[config.mk]
export PLATFORM = sky130hd
export DESIGN_NAME = fwss_front
export DESIGN_NICKNAME = d
export VERILOG_FILES = /design/src/design/fixed_weight_sparse_sampler_top_defines.svh /design/src/design/fwss_pkg.sv /design/src/design/fwss_front.sv
export SDC_FILE = /design/constraint.sdc
export NUM_CORES = 1
export LEC_CHECK = 0
export ABC_AREA = 1
export CAP_MARGIN = 20
export CELL_PAD_IN_SITES_DETAIL_PLACEMENT = 0
export CELL_PAD_IN_SITES_GLOBAL_PLACEMENT = 2
export CORE_ASPECT_RATIO = 0.75
export CORE_MARGIN = 2
export CORE_UTILIZATION = 33
export DETAILED_ROUTE_END_ITERATION = 8
export DONT_BUFFER_PORTS = 1
export PLACE_DENSITY_LB_ADDON = 0.1
export SLEW_MARGIN = 10
export SYNTH_ARGS = -nofsm -noshare
export SYNTH_HDL_FRONTEND = slang
export SYNTH_SLANG_ARGS = --single-unit
[constraint.sdc]
create_clock -name vclk -period 8.9
set_input_delay 1.78 -clock vclk [all_inputs]
set_output_delay 1.78 -clock vclk [all_outputs]
set_load 0.005 [all_outputs]
[src/design/fixed_weight_sparse_sampler_top_defines.svh]
// assertion macros for the fixed weight sparse sampler
`ifndef FIXED_WEIGHT_SPARSE_SAMPLER_TOP_DEFINES_SVH
`define FIXED_WEIGHT_SPARSE_SAMPLER_TOP_DEFINES_SVH

// same-cycle implication, sampled on clk, off during reset
`define FWSS_ASSERT_SAME(name, ante, cons) \
    name: assert property (@(posedge clk) disable iff (!rst_n) (ante) |-> (cons)) \
        else $error("fwss: same-cycle check failed");

// next-cycle implication, sampled on clk, off during reset
`define FWSS_ASSERT_NEXT(name, ante, cons) \
    name: assert property (@(posedge clk) disable iff (!rst_n) (ante) |=> (cons)) \
        else $error("fwss: next-cycle check failed");

`endif

[src/design/fwss_pkg.sv]
// shared constants, types and helpers of the fixed weight sparse sampler
`timescale 1ns / 1ps

package fwss_pkg;

    localparam int MAX_LENGTH  = 16384;
    localparam int MAX_WEIGHT  = 1023;
    localparam int QUEUE_DEPTH = 4;

    localparam int TW_W   = 10;
    localparam int VL_W   = 15;
    localparam int CFG_W  = 15;
    localparam int IDX_W  = 2;
    localparam int WORD_W = 32;
    localparam int POS_W  = 14;
    localparam int CNT_W  = 10;
    localparam int OFS_W  = 6;
    localparam int ROW_BITS = 64;

    localparam int VL_RESET = 12323;

    localparam logic [IDX_W-1:0] REG_TARGET_WEIGHT = 2'd0;
    localparam logic [IDX_W-1:0] REG_VECTOR_LENGTH = 2'd1;
    localparam logic [IDX_W-1:0] REG_SPLIT_HALVES  = 2'd2;

    localparam logic MODE_CLEAR = 1'b0;
    localparam logic MODE_WORD  = 1'b1;

    typedef struct packed {
        logic [TW_W-1:0] target_weight;
        logic [VL_W-1:0] vector_length;
        logic            split_halves;
    } cfg_t;

    // classified request as it travels through the queue (row index goes alongside)
    typedef struct packed {
        logic             clear;
        logic             hit;
        logic [POS_W-1:0] position;
        logic             half;
        logic [OFS_W-1:0] offset;
    } cls_t;

    // target saturated to the largest supported weight
    function automatic logic [CNT_W-1:0] eff_target(input logic [TW_W-1:0] tw);
        logic [CNT_W-1:0] res;
        if ({2'b00, tw} > 12'(MAX_WEIGHT))
        begin
            res = CNT_W'(MAX_WEIGHT);
        end
        else
        begin
            res = tw;
        end
        return res;
    endfunction

endpackage

[src/design/fwss_front.sv]
// front end: range check, half select and bitmap address of each request
`timescale 1ns / 1ps

module fwss_front #(
    parameter int MAX_LENGTH = fwss_pkg::MAX_LENGTH,
    localparam int BIT_W = $clog2(2 * MAX_LENGTH),
    localparam int ROW_W = BIT_W - 6
) (
    input  fwss_pkg::cfg_t                    cfg,
    input  logic                              mode,
    input  logic [fwss_pkg::WORD_W-1:0]       random_word,
    output fwss_pkg::cls_t                    cls,
    output logic [ROW_W-1:0]                  row
);

    localparam int LEN_CAP = (MAX_LENGTH > 32767) ? 32767 : MAX_LENGTH;
    localparam int SUM_W   = (BIT_W > fwss_pkg::VL_W) ? BIT_W : fwss_pkg::VL_W;

    logic [30:0]                 val;
    logic [fwss_pkg::VL_W-1:0]   r;
    logic [fwss_pkg::VL_W:0]     limit;
    logic                        in_range;
    logic                        upper;
    logic [fwss_pkg::VL_W-1:0]   pos_full;
    logic [SUM_W-1:0]            bit_sum;
    logic [BIT_W-1:0]            bit_idx;

    always_comb
    begin
        val = random_word[30:0];
        // saturate length to the bitmap half size
        if (cfg.vector_length > fwss_pkg::VL_W'(LEN_CAP))
        begin
            r = fwss_pkg::VL_W'(LEN_CAP);
        end
        else
        begin
            r = cfg.vector_length;
        end
        limit    = cfg.split_halves ? {r, 1'b0} : {1'b0, r};
        in_range = val < {15'd0, limit};
        upper    = cfg.split_halves && (val >= {16'd0, r});
        pos_full = upper ? (val[fwss_pkg::VL_W-1:0] - r) : val[fwss_pkg::VL_W-1:0];
        bit_sum  = SUM_W'(pos_full) + (upper ? SUM_W'(MAX_LENGTH) : SUM_W'(0));
        bit_idx  = bit_sum[BIT_W-1:0];
    end

    assign cls.clear    = (mode == fwss_pkg::MODE_CLEAR);
    assign cls.hit      = in_range;
    assign cls.position = pos_full[fwss_pkg::POS_W-1:0];
    assign cls.half     = upper;
    assign cls.offset   = bit_idx[fwss_pkg::OFS_W-1:0];
    assign row          = bit_idx[BIT_W-1:fwss_pkg::OFS_W];

endmodule

==> impl_metrics.ini, run 1 <==
[setup_path]
cp-endpoint = row[7]
cp_slowest_cell = nand2_1
crit_path_end_kind = output port
worstSetupPathDepth = 18
startpoint_type = input port
cp_max_fo = 16
critPathRequiredTime_ps = 7120
slowest_delay_ps = 410
path_class = input port to output port
cp_top_family = simple AND/OR/NAND/NOR gates
path_common_cell = nand2_1
cp.arrival_ps = 4750
cp.buffers_inverters = 2
critical_path.startpoint = cfg[8]
crit_chain = nor2_1 -> nand2_1 -> nor2_1 -> nand2_1 -> nand2_1 -> inv_1 -> nor2_1 -> inv_1 -> ha_1 -> a21oi_1 -> nor3_1 -> nor2_1 -> nand2_1 -> nor2_1 -> nand3_4 -> nand2_4 -> nand2_1 -> nand2_1

[drt]
drt_iter0_markers = 87
post-route-drc-count = 0
finalWirelength_um = 5360
first_pass_iters = 4
ant_nets = 0
viasPerCell = 4.94
wl_per_cell_um = 14.7
num_vias = 1804

[sta]
worst_pin_slew_ps = 545
drv_slew = 0
rsz0062_at_grt = false
tns_ps = 0
fin_crit_sh_pct = 73.4
period_needed_ps = 6530
hold_violations = 0
max_freq_mhz = 153
finalSetupViolCount = 0
slew_headroom_pct = 63.6

[clock_network]
post_cts_buffers = 0
hold_buffers = 0
cts_resized = 0

[min_path]
min_path_type = input port to output port
hold_start = mode

[place]
io_buffers = 0
dp_hpwl_um = 4460
gp_congestion = 0.733
dpl_cell_area_um2 = 1730

[global_route]
grt_max_degree = 38
grt_pass1_wl_um = 8440
overflow = 0
grt_use_met1_pct = 28.8
grt_util_met2_pct = 26.6
grt_use_met3_pct = 1.09
antenna_found_initial = 0
top_usage_layer = met1
grtUsageTotal_pct = 17.7
grt_pass1_vias = 1738

[power]
leakage_nw = 0.884
powerDensity_nw_per_um2 = 60.2
ir_drop_v = 0.0000188

[floorplanning]
num_rows = 23
ios = 91
die_h_um = 68.0
coreArea_um2 = 5300
start_util_pct = 34.0
fp.dieArea_um2 = 6070
die_w_um = 89.3

[final_layout]
drive_gt1_share_pct = 6.21
seq_cells = 0
nClkBuffers = 0
area_growth_pct = -4.17
diodes = 0
post-route-cell-area_um2 = 1730
regArea_um2 = 0
fin_nets = 382

[synth]
syn_nets = 403
synth.largest_area_cell = ha_1
yosysSeqAreaShare_pct = 0
avgSynthCellArea_um2 = 5.76
synth_compound_area_share_pct = 13.3
syn-instance-count = 313
synth_top_family_by_area = simple AND/OR/NAND/NOR gates
yosys-mux-area-fraction_pct = 0
synth_xor_area_share_pct = 5.35
synth_top_area_share_pct = 20.8
ys_types = 35
synth_area_leaders = ha_1 21%, nand2_1 19%, buf_4 7.1%
synthAdderAreaFrac_pct = 21.9
syn-cell-area_um2 = 1800
yosysWarnings = 0
synth-simple-area-share_pct = 44.4

[outcome]
status = finished clean

[run]
maxCapViolations = 0
power breakdown:
part           internal (W)  switching (W)  total [W]  leakage (nW)
Clock                     0              0          0             0
Sequential                0              0          0             0
Combinational     0.0000394      0.0000645   0.000104         0.884
Total             0.0000394      0.0000645   0.000104         0.884
cells by family (layout without fill, tap and decap cells):
logic type	after synthesis	after routing
compound gates	44	44
xor+xnor	11	11
fa+ha+maj	31	31
buf+inv	50	27
simple gates	177	177
stage by stage:
stage | total power (W) | worst slack, ps | hold WS (ps) | utilization (%) | std cells
2_1_floorplan | 0.0000984 | 3140 | 3590 | - | 313
3_3_place_gp | 0.000105 | 2360 | 3590 | 32.6 | 365
3_5_place_dp | 0.000105 | 2350 | 3590 | 32.6 | 365
4_1_cts | 0.000105 | 2330 | 3590 | 32.6 | 365
5_1_grt | 0.000121 | 1970 | 3600 | 32.6 | 365
6_report | 0.000104 | 2370 | 3590 | 32.6 | 365
worst min path at each step:
| stage | to | cells after the start | slack [ps] |
|---|---|---|---|
| CTS | cls[22] | 1 | 3590 |
| global placement | cls[22] | 1 | 3590 |
| detailed placement | cls[22] | 1 | 3590 |
| finish | cls[22] | 1 | 3590 |
| floorplan | cls[22] | 1 | 3590 |
| global route | cls[22] | 1 | 3600 |
final cells by class:
cell class                      count  area (um2)
Inverter                           27         101
Multi-Input combinational cell    263        1530
Tap cell                           75        93.8
Fill cell                         639        3570
cells in the mapped netlist (2+ instances only):
cell type  instances
nand2_1           92
nor2_1            31
ha_1              30
inv_1             25
nand3_1           23
a21oi_1           19
buf_4             17
o21ai_0           14
nand2_2           12
xor2_1             9
nor3_1             6
a31oi_1            3
clkbuf_1           3
a211oi_1           2
and2_1             2
buf_2              2
nand4_1            2
nor4_1             2
o21ai_1            2
xnor2_1            2
layout by cell type, fill, tap and decap left out, drive strengths merged:
master  count
nor3        7
ha         30
nand2     105
nor3b       1
xor2        9
a21oi      19
a21o        1
a21boi      1
a211oi      2
inv        26
nand4       2
nand3b      2
clkinv      1
o21bai      1
o21ai      16
fa          1
and2        2
a31oi       3
nor4        2
nand3      24
o31a        1
nor2       32
xnor2       2
per-layer routing:
metal / vias up / share of wire, % / wire length (um)
met5: - / 0 / 0
met3: 0 / 4.7 / 253
met1: 786 / 56 / 3020
li1: 974 / - / -
met2: 44 / 39 / 2090
met4: 0 / 0 / 0
Note: power is estimated with default switching activity, not from simulation.
==> inputs of run 2 (changes only) <==
ABC_AREA = 0   (was 1)
clock period = 6.29 ns   (was 8.9 ns; I/O delays follow)
==> impl_metrics.ini, run 2 <==
[final_layout]
nClkBuffers = 0
fin_nets = 311
regArea_um2 = 0
final_common_cell = ha_1
final_core_util_pct = 33.0
seq_cells = 0
layout_common_cells = 30 x ha_1, 25 x nand2_1, 23 x a21oi_1, 18 x nor2_1, 12 x a31oi_1
drive_gt1_share_pct = 9.13
area_growth_pct = -2.90
post-route-cell-area_um2 = 1760
diodes = 0

[clock_network]
hold_buffers = 0
post_cts_buffers = 0
cts_resized = 0

[run]
maxCapViolations = 0

[drt]
viasPerCell = 5.93
finalWirelength_um = 5300
ant_nets = 0
drt_iter0_markers = 103
wl_per_cell_um = 18.0
num_vias = 1742
post-route-drc-count = 0
first_pass_iters = 4

[synth]
syn_nets = 332
synth_top_area_share_pct = 20.7
syn-cell-area_um2 = 1810
yosys-mux-area-fraction_pct = 12.1
synth-simple-area-share_pct = 22.7
ys_types = 47
synth_xor_area_share_pct = 4.83
yosysSeqAreaShare_pct = 0
netlist_top_cells_count = 30 x ha_1, 25 x nand2_1, 23 x a21oi_1
syn-instance-count = 242
yosysWarnings = 0
synth_top_family_by_area = compound AO/OA/AOI/OAI gates
synth_area_leaders = ha_1 21%, buf_4 6.6%, mux2_4 6.6%
synthAdderAreaFrac_pct = 21.8
avgSynthCellArea_um2 = 7.49
synth_compound_area_share_pct = 28.0
synth.largest_area_cell = ha_1
yosysMostFrequentCell = ha_1

[power]
p_sw_share_pct = 56.4
intPower_w = 0.0000725
leakage_nw = 0.713
powerDensity_nw_per_um2 = 94.6
power_frac_seq_pct = 0
clockPowerShare_pct = 0
combPwrFrac_pct = 100.0
ir_drop_v = 0.0000301
switchingPower_w = 0.0000940

[floorplanning]
die_h_um = 68.2
die_w_um = 89.6
start_util_pct = 34.0
coreArea_um2 = 5320
fp.dieArea_um2 = 6100
ios = 91
num_rows = 23

[setup_path]
startpoint_type = input port
critPathRequiredTime_ps = 5030
cp_top_family = compound AO/OA/AOI/OAI gates
cp.arrival_ps = 4360
cp_max_fo = 22
cp_slowest_cell = o32ai_4
crit_chain = clkinv_1 -> nand2_1 -> ha_1 -> nand2_1 -> o21ai_1 -> a2111oi_4 -> o32ai_4 -> mux2_2
path_common_cell = nand2_1
crit_path_end_kind = output port
cp.buffers_inverters = 1
slowest_delay_ps = 940
path_class = input port to output port

[sta]
finalSetupViolCount = 0
drv_slew = 0
slew_headroom_pct = 29.1
hold_violations = 0
tns_ps = 0
period_needed_ps = 5610
rsz0062_at_grt = false
fin_crit_sh_pct = 89.3
max_freq_mhz = 178
worst_pin_slew_ps = 1060

[place]
io_buffers = 0
dpl_cell_area_um2 = 1760
dp_hpwl_um = 4390
gp_congestion = 0.759

[global_route]
antenna_found_initial = 0
overflow = 0
grt_max_degree = 32
grt_pass1_vias = 1654
grt_pass1_wl_um = 8270
grtUsageTotal_pct = 17.2

[min_path]
min_path_type = input port to output port

[outcome]
status = finished clean
[run 2: cell types whose count changed after synthesis, sizes merged, moves of 9 or more]
cell,before,now
nand2,105,25
nand3,24,4
inv,26,7
mux2,0,15
nor2,32,18
a31oi,3,12
[run 2: final timing paths]
check    start  endpoint  slack, ps  depth (start not counted)
max    cfg[15]    cls[2]        680                          8
min       mode   cls[22]       2540                          1
[run 2: cell type report]
class                      count  area, um2
multi-input combinational    209       1620
timing repair buffer           2       15.0
fill                         587       3560
tap                           75       93.8
inverter                       8       30.0
[run 2: metrics by stage]
stage	total power [W]	instances	hold slack, ps	setup WS, ps
finish	0.000166	294	2540	676
global route	0.000189	294	2550	429
CTS	0.000167	294	2550	643
detailed placement	0.000166	294	2540	646
global placement	0.000165	294	2550	642
floorplan	0.000158	242	2540	1170
[run 2: kinds of logic (layout without fill, tap and decap cells)]
kind of cell	after synthesis	after routing
simple gates	81	81
compound gates	70	70
buf+inv	33	10
fa+ha+maj	31	31
mux	17	17
xor+xnor	10	10
[run 2: metal layers]
| metal | GRT usage, % | part of all wire, % | vias to the layer above | wire, um |
|---|---|---|---|---|
| met3 | 1.93 | 8.6 | 4 | 458 |
| met5 | 0 | 0 | - | 0 |
| met1 | 27.2 | 50 | 793 | 2630 |
| met4 | 0.746 | 0.72 | 0 | 38 |
| li1 | - | - | 859 | - |
| met2 | 25.8 | 41 | 86 | 2170 |
[run 2: power groups by stage]
| stage | clock [W] | sequential, W | combinational, W |
|---|---|---|---|
| 2_1_floorplan | 0 | 0 | 0.000158 |
| 3_3_place_gp | 0 | 0 | 0.000165 |
| 3_5_place_dp | 0 | 0 | 0.000166 |
| 4_1_cts | 0 | 0 | 0.000167 |
| 5_1_grt | 0 | 0 | 0.000189 |
| 6_report | 0 | 0 | 0.000166 |
