===== src/design/fixed_weight_sparse_sampler_top_defines.svh =====
// assertion macros for the fixed weight sparse sampler
`ifndef FIXED_WEIGHT_SPARSE_SAMPLER_TOP_DEFINES_SVH
`define FIXED_WEIGHT_SPARSE_SAMPLER_TOP_DEFINES_SVH

// same-cycle implication, sampled on clk, off during reset
`define FWSS_ASSERT_SAME(name, ante, cons) \
    name: assert property (@(posedge clk) disable iff (!rst_n) (ante) |-> (cons)) \
        else $error("fwss: same-cycle check failed");

// next-cycle implication, sampled on clk, off during reset
`define FWSS_ASSERT_NEXT(name, ante, cons) \
    name: assert property (@(posedge clk) disable iff (!rst_n) (ante) |=> (cons)) \
        else $error("fwss: next-cycle check failed");

`endif


===== src/design/fwss_pkg.sv =====
// shared constants, types and helpers of the fixed weight sparse sampler
`timescale 1ns / 1ps

package fwss_pkg;

    localparam int MAX_LENGTH  = 16384;
    localparam int MAX_WEIGHT  = 1023;
    localparam int QUEUE_DEPTH = 4;

    localparam int TW_W   = 10;
    localparam int VL_W   = 15;
    localparam int CFG_W  = 15;
    localparam int IDX_W  = 2;
    localparam int WORD_W = 32;
    localparam int POS_W  = 14;
    localparam int CNT_W  = 10;
    localparam int OFS_W  = 6;
    localparam int ROW_BITS = 64;

    localparam int VL_RESET = 12323;

    localparam logic [IDX_W-1:0] REG_TARGET_WEIGHT = 2'd0;
    localparam logic [IDX_W-1:0] REG_VECTOR_LENGTH = 2'd1;
    localparam logic [IDX_W-1:0] REG_SPLIT_HALVES  = 2'd2;

    localparam logic MODE_CLEAR = 1'b0;
    localparam logic MODE_WORD  = 1'b1;

    typedef struct packed {
        logic [TW_W-1:0] target_weight;
        logic [VL_W-1:0] vector_length;
        logic            split_halves;
    } cfg_t;

    // classified request as it travels through the queue (row index goes alongside)
    typedef struct packed {
        logic             clear;
        logic             hit;
        logic [POS_W-1:0] position;
        logic             half;
        logic [OFS_W-1:0] offset;
    } cls_t;

    // target saturated to the largest supported weight
    function automatic logic [CNT_W-1:0] eff_target(input logic [TW_W-1:0] tw);
        logic [CNT_W-1:0] res;
        if ({2'b00, tw} > 12'(MAX_WEIGHT))
        begin
            res = CNT_W'(MAX_WEIGHT);
        end
        else
        begin
            res = tw;
        end
        return res;
    endfunction

endpackage


===== src/design/fwss_queue.sv =====
// small request queue between front and back end
`timescale 1ns / 1ps

module fwss_queue #(
    parameter int W     = 8,
    parameter int DEPTH = fwss_pkg::QUEUE_DEPTH
) (
    input  logic         clk,
    input  logic         rst_n,
    input  logic         push_valid,
    output logic         push_ready,
    input  logic [W-1:0] push_data,
    output logic         pop_valid,
    input  logic         pop,
    output logic [W-1:0] pop_data
);

    localparam int PTR_W = (DEPTH > 1) ? $clog2(DEPTH) : 1;
    localparam int FILL_W = $clog2(DEPTH + 1);
    localparam logic [PTR_W-1:0] LAST_SLOT = PTR_W'(DEPTH - 1);

    logic [W-1:0]      slot_reg [DEPTH];
    logic [PTR_W-1:0]  wptr_reg, wptr_next;
    logic [PTR_W-1:0]  rptr_reg, rptr_next;
    logic [FILL_W-1:0] fill_reg, fill_next;
    logic              do_push, do_pop;

    assign push_ready = (fill_reg != FILL_W'(DEPTH));
    assign pop_valid  = (fill_reg != '0);
    assign pop_data   = slot_reg[rptr_reg];
    assign do_push    = push_valid && push_ready;
    assign do_pop     = pop && pop_valid;

    always_comb
    begin
        wptr_next = wptr_reg;
        rptr_next = rptr_reg;
        fill_next = fill_reg;
        if (do_push)
        begin
            wptr_next = (wptr_reg == LAST_SLOT) ? '0 : wptr_reg + 1'b1;
        end
        if (do_pop)
        begin
            rptr_next = (rptr_reg == LAST_SLOT) ? '0 : rptr_reg + 1'b1;
        end
        if (do_push && !do_pop)
        begin
            fill_next = fill_reg + 1'b1;
        end
        else if (do_pop && !do_push)
        begin
            fill_next = fill_reg - 1'b1;
        end
    end

    always_ff @(posedge clk or negedge rst_n)
    begin
        if (!rst_n)
        begin
            wptr_reg <= '0;
            rptr_reg <= '0;
            fill_reg <= '0;
        end
        else
        begin
            wptr_reg <= wptr_next;
            rptr_reg <= rptr_next;
            fill_reg <= fill_next;
        end
    end

    always_ff @(posedge clk)
    begin
        if (do_push)
        begin
            slot_reg[wptr_reg] <= push_data;
        end
    end

endmodule


===== config.mk =====
export PLATFORM = sky130hd
export DESIGN_NAME = fwss_queue
export DESIGN_NICKNAME = d
export VERILOG_FILES = /design/src/design/fixed_weight_sparse_sampler_top_defines.svh /design/src/design/fwss_pkg.sv /design/src/design/fwss_queue.sv
export SDC_FILE = /design/constraint.sdc
export NUM_CORES = 1
export LEC_CHECK = 0
export BUFFER_PORTS_ARGS = -buffer_cell sky130_fd_sc_hd__buf_2
export CELL_PAD_IN_SITES_DETAIL_PLACEMENT = 1
export CELL_PAD_IN_SITES_GLOBAL_PLACEMENT = 1
export CORE_ASPECT_RATIO = 1.5
export CORE_MARGIN = 3
export CORE_UTILIZATION = 45
export CTS_BUF_LIST = sky130_fd_sc_hd__clkbuf_8
export CTS_CLUSTER_DIAMETER = 30
export DETAILED_ROUTE_END_ITERATION = 8
export GPL_ROUTABILITY_DRIVEN = 0
export GPL_TIMING_DRIVEN = 0
export HOLD_SLACK_MARGIN = 0.05
export PLACE_DENSITY = 0.86
export SYNTH_ARGS = -nofsm -noshare
export SYNTH_HDL_FRONTEND = slang
export SYNTH_SLANG_ARGS = --single-unit
export TNS_END_PERCENT = 30

===== constraint.sdc =====
create_clock -name clk -period 1.9 [get_ports clk]
set_input_delay 0.19 -clock clk [delete_from_list [all_inputs] [get_ports clk]]
set_output_delay 0.19 -clock clk [all_outputs]
set_load 0.005 [all_outputs]

==> results of run 1 <==
==> final cells by class <==
type | count | area, um^2 | area share [%]
plain buffers | 2 | 11.3 | 0.584
clock buffers | 5 | 68.8 | 3.57
clock inverters | 3 | 11.3 | 0.584
inverters | 3 | 11.3 | 0.584
multi-input cells | 34 | 464 | 24.1
flip-flops and latches | 39 | 1140 | 58.9
well taps | 40 | 50.0 | 2.60
repair buffers | 30 | 175 | 9.09
==> final timing paths <==
path / end / depth (start not counted)
worst max-delay path: fill_reg[1] / 6
worst min-delay path: slot_reg[1][5] / 1
worst max register to register: fill_reg[1] / 6
worst min register to register: fill_reg[1] / 1
max in group asynchronous: wptr_reg[1] / 2
min in group asynchronous: rptr_reg[1] / 2
==> critical path, cell delays in order (launching register included) <==
cell and delay (ns):
dfrtp_1 0.41, or3b_4 0.39, and2_4 0.16, ha_4 0.16, inv_2 0.05, fa_2 0.42, mux2_2 0.27
==> cells in the mapped netlist (all sizes together) <==
cell / n
edfxtp: 32
mux4: 8
dfrtp: 7
ha: 6
mux2: 5
and3: 4
inv: 3
nor2: 3
buf: 2
xor2: 2
and2: 1
fa: 1
nand2: 1
or3: 1
or3b: 1
xnor2: 1
==> repair_timing <==
item	in CTS	in global routing
resized for setup	2	1
hold buffers	1	0
buffers inserted	6	2
pin swaps	5	2
setup endpoints to repair	2	10
hold endpoints to repair	7	0
==> metrics by stage <==
step / util (%) / total power, uW / setup slack, ns / instance area [um^2]
2_1_floorplan: - / 1950 / -0.0473 / 1610
4_1_cts: 58.2 / 2890 / -0.0817 / 1910
3_5_place_dp: 53.8 / 2300 / -0.154 / 1770
6_report: 58.7 / 2870 / -0.0779 / 1930
3_3_place_gp: 53.8 / 2200 / -0.104 / 1770
5_1_grt: 58.7 / 3080 / -0.132 / 1930
==> report_power, final <==
part           total (uW)  leakage, uW  switching [uW]  internal, uW
clock network         500    0.0000444             256           244
logic                1120     0.000327             497           619
registers            1260     0.000375            95.2          1160
total                2870     0.000747             848          2020
==> per-layer routing <==
metal | vias up | routed length, um | part of all wire [%] | track usage [%]
met5 | - | 0 | 0 | 0
met4 | 0 | 82 | 2.9 | 8.98
met3 | 8 | 143 | 5.1 | 5.25
met2 | 23 | 1470 | 52 | 25.8
met1 | 423 | 1110 | 40 | 17.4
li1 | 376 | - | - | -
==> cell families (layout without fill, tap and decap cells) <==
| family | after synthesis | count (layout) | synth area share, % |
|---|---|---|---|
| fa+ha+maj | 7 | 7 | 5.97 |
| buf+inv | 5 | 43 | 1.26 |
| simple gates | 11 | 11 | 4.55 |
| xor+xnor | 3 | 3 | 1.65 |
| flops | 39 | 39 | 71.3 |
| mux | 13 | 13 | 15.3 |
==> impl_metrics.yaml, run 1 <==
cts:
  clkTransAtPathRegs_ns: 0.07
  cts.sinks: 39
  cts-root-buf: "clkbuf_8"
  clockBufferDepth: 2
  numCtsBuffers: 5
  insertion_delay_ns: 0.28
  cts_tree: "yes"
  ctsHtreeMaxLevel: 2
critical_path:
  required_ns: 2.07
  arrival_ns: 2.15
  ff2ff_setup_slack_ns: -0.08
  r2r-start: "fill_reg[1]"
  worstSetupStartpointType: "flop"
  cp-startpoint: "fill_reg[1]"
  worstPathMaxFanout: 4
  critical_path.endpoint_type: "flop"
  critPathKind: "reg -> reg"
power_and_ir_drop:
  ir_drop_v: 0.000878
  p_leak_uw: 0.000747
  power_density_nw_per_um2: 1490
yosys:
  yosysUniqueCellTypes: 18
  syn-cell-area_um2: 1590
  ys_ff_latch: 39
  synth_seq_area_share_pct: 71.3
  synth_top_cell_by_area: "edfxtp_1"
  synth_fp_nets: 97
  synth_top_area_share_pct: 60.3
  syn_inst: 78
  yosys_warnings: 0
  syn_avg_cell_area_um2: 20.4
  yosys-top-cells-area: "edfxtp_1, mux4_2, dfrtp_1, ha_1, mux2_2"
die:
  die_h_um: 78.9
  die_width_um: 54.6
  die_area_um2: 4310
  rows: 25
  initial_core_util_pct: 48.5
  ios: 22
  core_um2: 3280
flow_run:
  cap_viol_max_count: 0
routing:
  drc: 0
  via_per_inst: 5.32
  ant_nets: 0
  vias: 830
  wire_per_inst_um: 18.0
  drt-pass1-iter-count: 4
  drtIter0Drc: 15
  wirelength_mm: 2.80
timing:
  fmax_mhz: 506
  setup_ws_ns: -0.0779
  whs_ns: 0.119
  final.min_clock_period_ns: 1.98
  maxSlewHeadroom_pct: 63.5
  rsz0062_at_grt: "yes"
  hold_viol: 0
  finalSetupTns_ns: -0.119
  worstMarginPinSlew_ns: 0.548
  clock_skew_ns: 0.00431
  fin_crit_sh_pct: 104
  finalSetupViolCount: 2
  maxSlewViolCount: 0
placed_design:
  dp_cells: 139
  dp_hpwl_mm: 2.02
  port-buffer-count: 21
layout:
  diodes: 0
  area_delta_synth_final_pct: 21.0
  drive_gt1_share_pct: 50.9
  layout_common_cells: "edfxtp_1, buf_2, mux4_2, buf_4, dfrtp_1"
  fill_cells: 314
  final_nets: 134
  layout.cells.non_filler: 156
  largest_reg_flops: 32
  layout_commonest_cell: "edfxtp_1"
grt:
  grt_pass1_vias: 937
  grt_usage_pct: 15.9
  grt_pass1_wl_mm: 4.58
  grt_max_degree: 12
  antenna_found_initial: 0
  overflow: 0
hold_path:
  min-delay-start: "push_data[5]"
  hold_path.class: "in -> reg"
status:
  outcome: "complete, but fails checks"
  violations: "negative setup slack"
Note: power is estimated with default switching activity, not from simulation.
==> run 2: changes to the inputs <==
Settings changed: ABC_AREA set to 1, CORE_ASPECT_RATIO 1.5 to 1.2, CORE_UTILIZATION 45 to 43, PLACE_DENSITY 0.86 to 0.88.
==> impl_metrics.yaml, run 2 <==
grt:
  grt_pass1_vias: 1318
  overflow: 0
  antenna_found_initial: 0
  grt_usage_pct: 18.4
  grt_max_degree: 13
  grt_pass1_wl_mm: 6.65
timing:
  maxSlewHeadroom_pct: 44.2
  hold_viol: 0
  final.min_clock_period_ns: 1.80
  rsz0062_at_grt: "yes"
  clock_skew_ns: 0.0118
  maxSlewViolCount: 0
  worstMarginPinSlew_ns: 0.833
  finalSetupViolCount: 0
  fin_crit_sh_pct: 94.6
  fmax_mhz: 556
yosys:
  synth-async-reset-ratio_pct: 17.9
  synth_seq_area_share_pct: 64.8
  synth_top_area_share_pct: 54.8
  synth_fp_nets: 171
  ys_ff_latch: 39
  syn_inst: 152
  yosys_warnings: 0
  yosys-top-cells-area: "edfxtp_1, dfrtp_1, nand2_1, o211ai_1, inv_1"
  synth_edf_count: 32
  synth_top_cell_by_area: "edfxtp_1"
  synth_common_cells: "nand2_1, edfxtp_1, inv_1"
  syn_avg_cell_area_um2: 11.5
  syn-cell-area_um2: 1750
  yosysUniqueCellTypes: 16
  synth_flop_cell: "edfxtp_1"
  synthMostInstantiatedCell: "nand2_1"
critical_path:
  worstPathMaxFanout: 4
  critPathKind: "reg -> reg"
  required_ns: 2.08
  arrival_ns: 1.97
  worstSetupStartpointType: "flop"
  critical_path.endpoint_type: "flop"
power_and_ir_drop:
  ir_drop_v: 0.000834
  power_density_nw_per_um2: 1560
  p_leak_uw: 0.000913
die:
  die_width_um: 64.3
  initial_core_util_pct: 46.4
  die_area_um2: 4880
  rows: 24
  die_h_um: 76.0
  ios: 22
  core_um2: 3780
cts:
  ctsHtreeMaxLevel: 2
  clockBufferDepth: 2
  cts-root-buf: "clkbuf_8"
  clkTransAtPathRegs_ns: 0.08
  insertion_delay_ns: 0.30
  cts.sinks: 39
  cts_tree: "yes"
  numCtsBuffers: 5
placed_design:
  placed_cell_area_um2: 1920
  dp_hpwl_mm: 2.95
  port-buffer-count: 21
routing:
  drc: 0
  via_per_inst: 5.03
  drtIter0Drc: 29
  ant_nets: 0
  drt-pass1-iter-count: 4
  vias: 1188
  wire_per_inst_um: 17.0
  wirelength_mm: 4.02
layout:
  layout_commonest_cell: "nand2_1"
  area_delta_synth_final_pct: 18.4
  final_area_um2: 2080
  largest_reg_flops: 32
  drive_gt1_share_pct: 23.4
  final_nets: 202
  diodes: 0
  layout_common_cells: "nand2_1, edfxtp_1, inv_1, buf_2, o211ai_1"
  fin_util_pct: 54.9
  fill_cells: 450
flow_run:
  cap_viol_max_count: 0
status:
  outcome: "finished clean"
hold_path:
  hold_path.class: "in -> reg"
## run 2: cell types whose count changed after synthesis, sizes merged, moves of 4 or more
cell    change
mux2        -5
nand2      +38
o211ai     +16
mux4        -8
inv        +27
and3        -4
nand3       +7
## run 2: repair_timing
action | CTS | global route
endpoints found under the hold margin | 7 | 0
buffers inserted | 0 | 2
hold buffers | 1 | 0
gates resized for setup | 0 | 7
endpoints found under the setup margin | 0 | 10
## run 2: critical path: stages (launching register included)
cell     delay [ns]
dfrtp_1        0.40
inv_2          0.10
nand3_2        0.13
nand2_2        0.11
ha_1           0.17
inv_1          0.07
fa_1           0.41
nand2_2        0.10
nand3_1        0.08
nand2_1        0.06
nand2_1        0.05
## run 2: per-layer routing
layer / vias to the layer above / wire (um) / track usage (%)
met5: - / 0 / 0
met4: 0 / 82 / 8.46
met3: 7 / 116 / 3.40
met2: 27 / 2250 / 33.5
met1: 593 / 1570 / 20.2
li1: 561 / - / -
## run 2: final cells by class
| class | count | area [um^2] | share of cell area [%] |
|---|---|---|---|
| Tap cell | 52 | 65.1 | 3.13 |
| Clock buffer | 5 | 68.8 | 3.31 |
| Buffer | 5 | 56.3 | 2.71 |
| Timing Repair Buffer | 24 | 130 | 6.27 |
| Inverter | 30 | 113 | 5.42 |
| Multi-Input combinational cell | 78 | 469 | 22.6 |
| Clock inverter | 3 | 37.5 | 1.81 |
| Sequential cell | 39 | 1140 | 54.8 |
## run 2: path summary, 6_finish.rpt
check / slack [ns] / cells past startpoint / from / to
min in group asynchronous: 0.26 / 2 / rst_n / fill_reg[1]
min reg2reg: 0.56 / 2 / wptr_reg[1] / wptr_reg[1]
min: 0.11 / 1 / push_data[1] / slot_reg[2][1]
max: 0.10 / 10 / fill_reg[1] / fill_reg[2]
max in group asynchronous: 1.44 / 2 / rst_n / fill_reg[0]
max reg2reg: 0.10 / 10 / fill_reg[1] / fill_reg[2]
## run 2: kinds of logic (layout without fill, tap and decap cells)
family / after synthesis / in the layout / synth area share (%)
AOI/OAI and AO/OA: 17 / 17 / 7.13
xor gates and xnor gates: 1 / 1 / 0.499
adders and majority gates: 7 / 7 / 5.42
buffers and inverters: 35 / 67 / 9.63
DFF: 39 / 39 / 64.8
and+or+nand+nor: 53 / 53 / 12.6
## run 2: where the power goes
part	switching [uW]	internal (uW)
logic	792	527
clock network	282	382
registers	109	1150
## run 2: through the flow
stage          power (uW)  setup slack [ns]  instances  setup TNS [ns]  hold WS (ns)
3_3_place_gp         2400             0.149        225               0        0.0317
4_1_cts              3210           0.00879        234               0         0.105
3_5_place_dp         2530          0.000858        225               0        0.0386
2_1_floorplan        2060             0.231        152               0        -0.106
6_report             3250             0.102        236               0         0.113
5_1_grt              3500           -0.0124        236         -0.0124         0.114
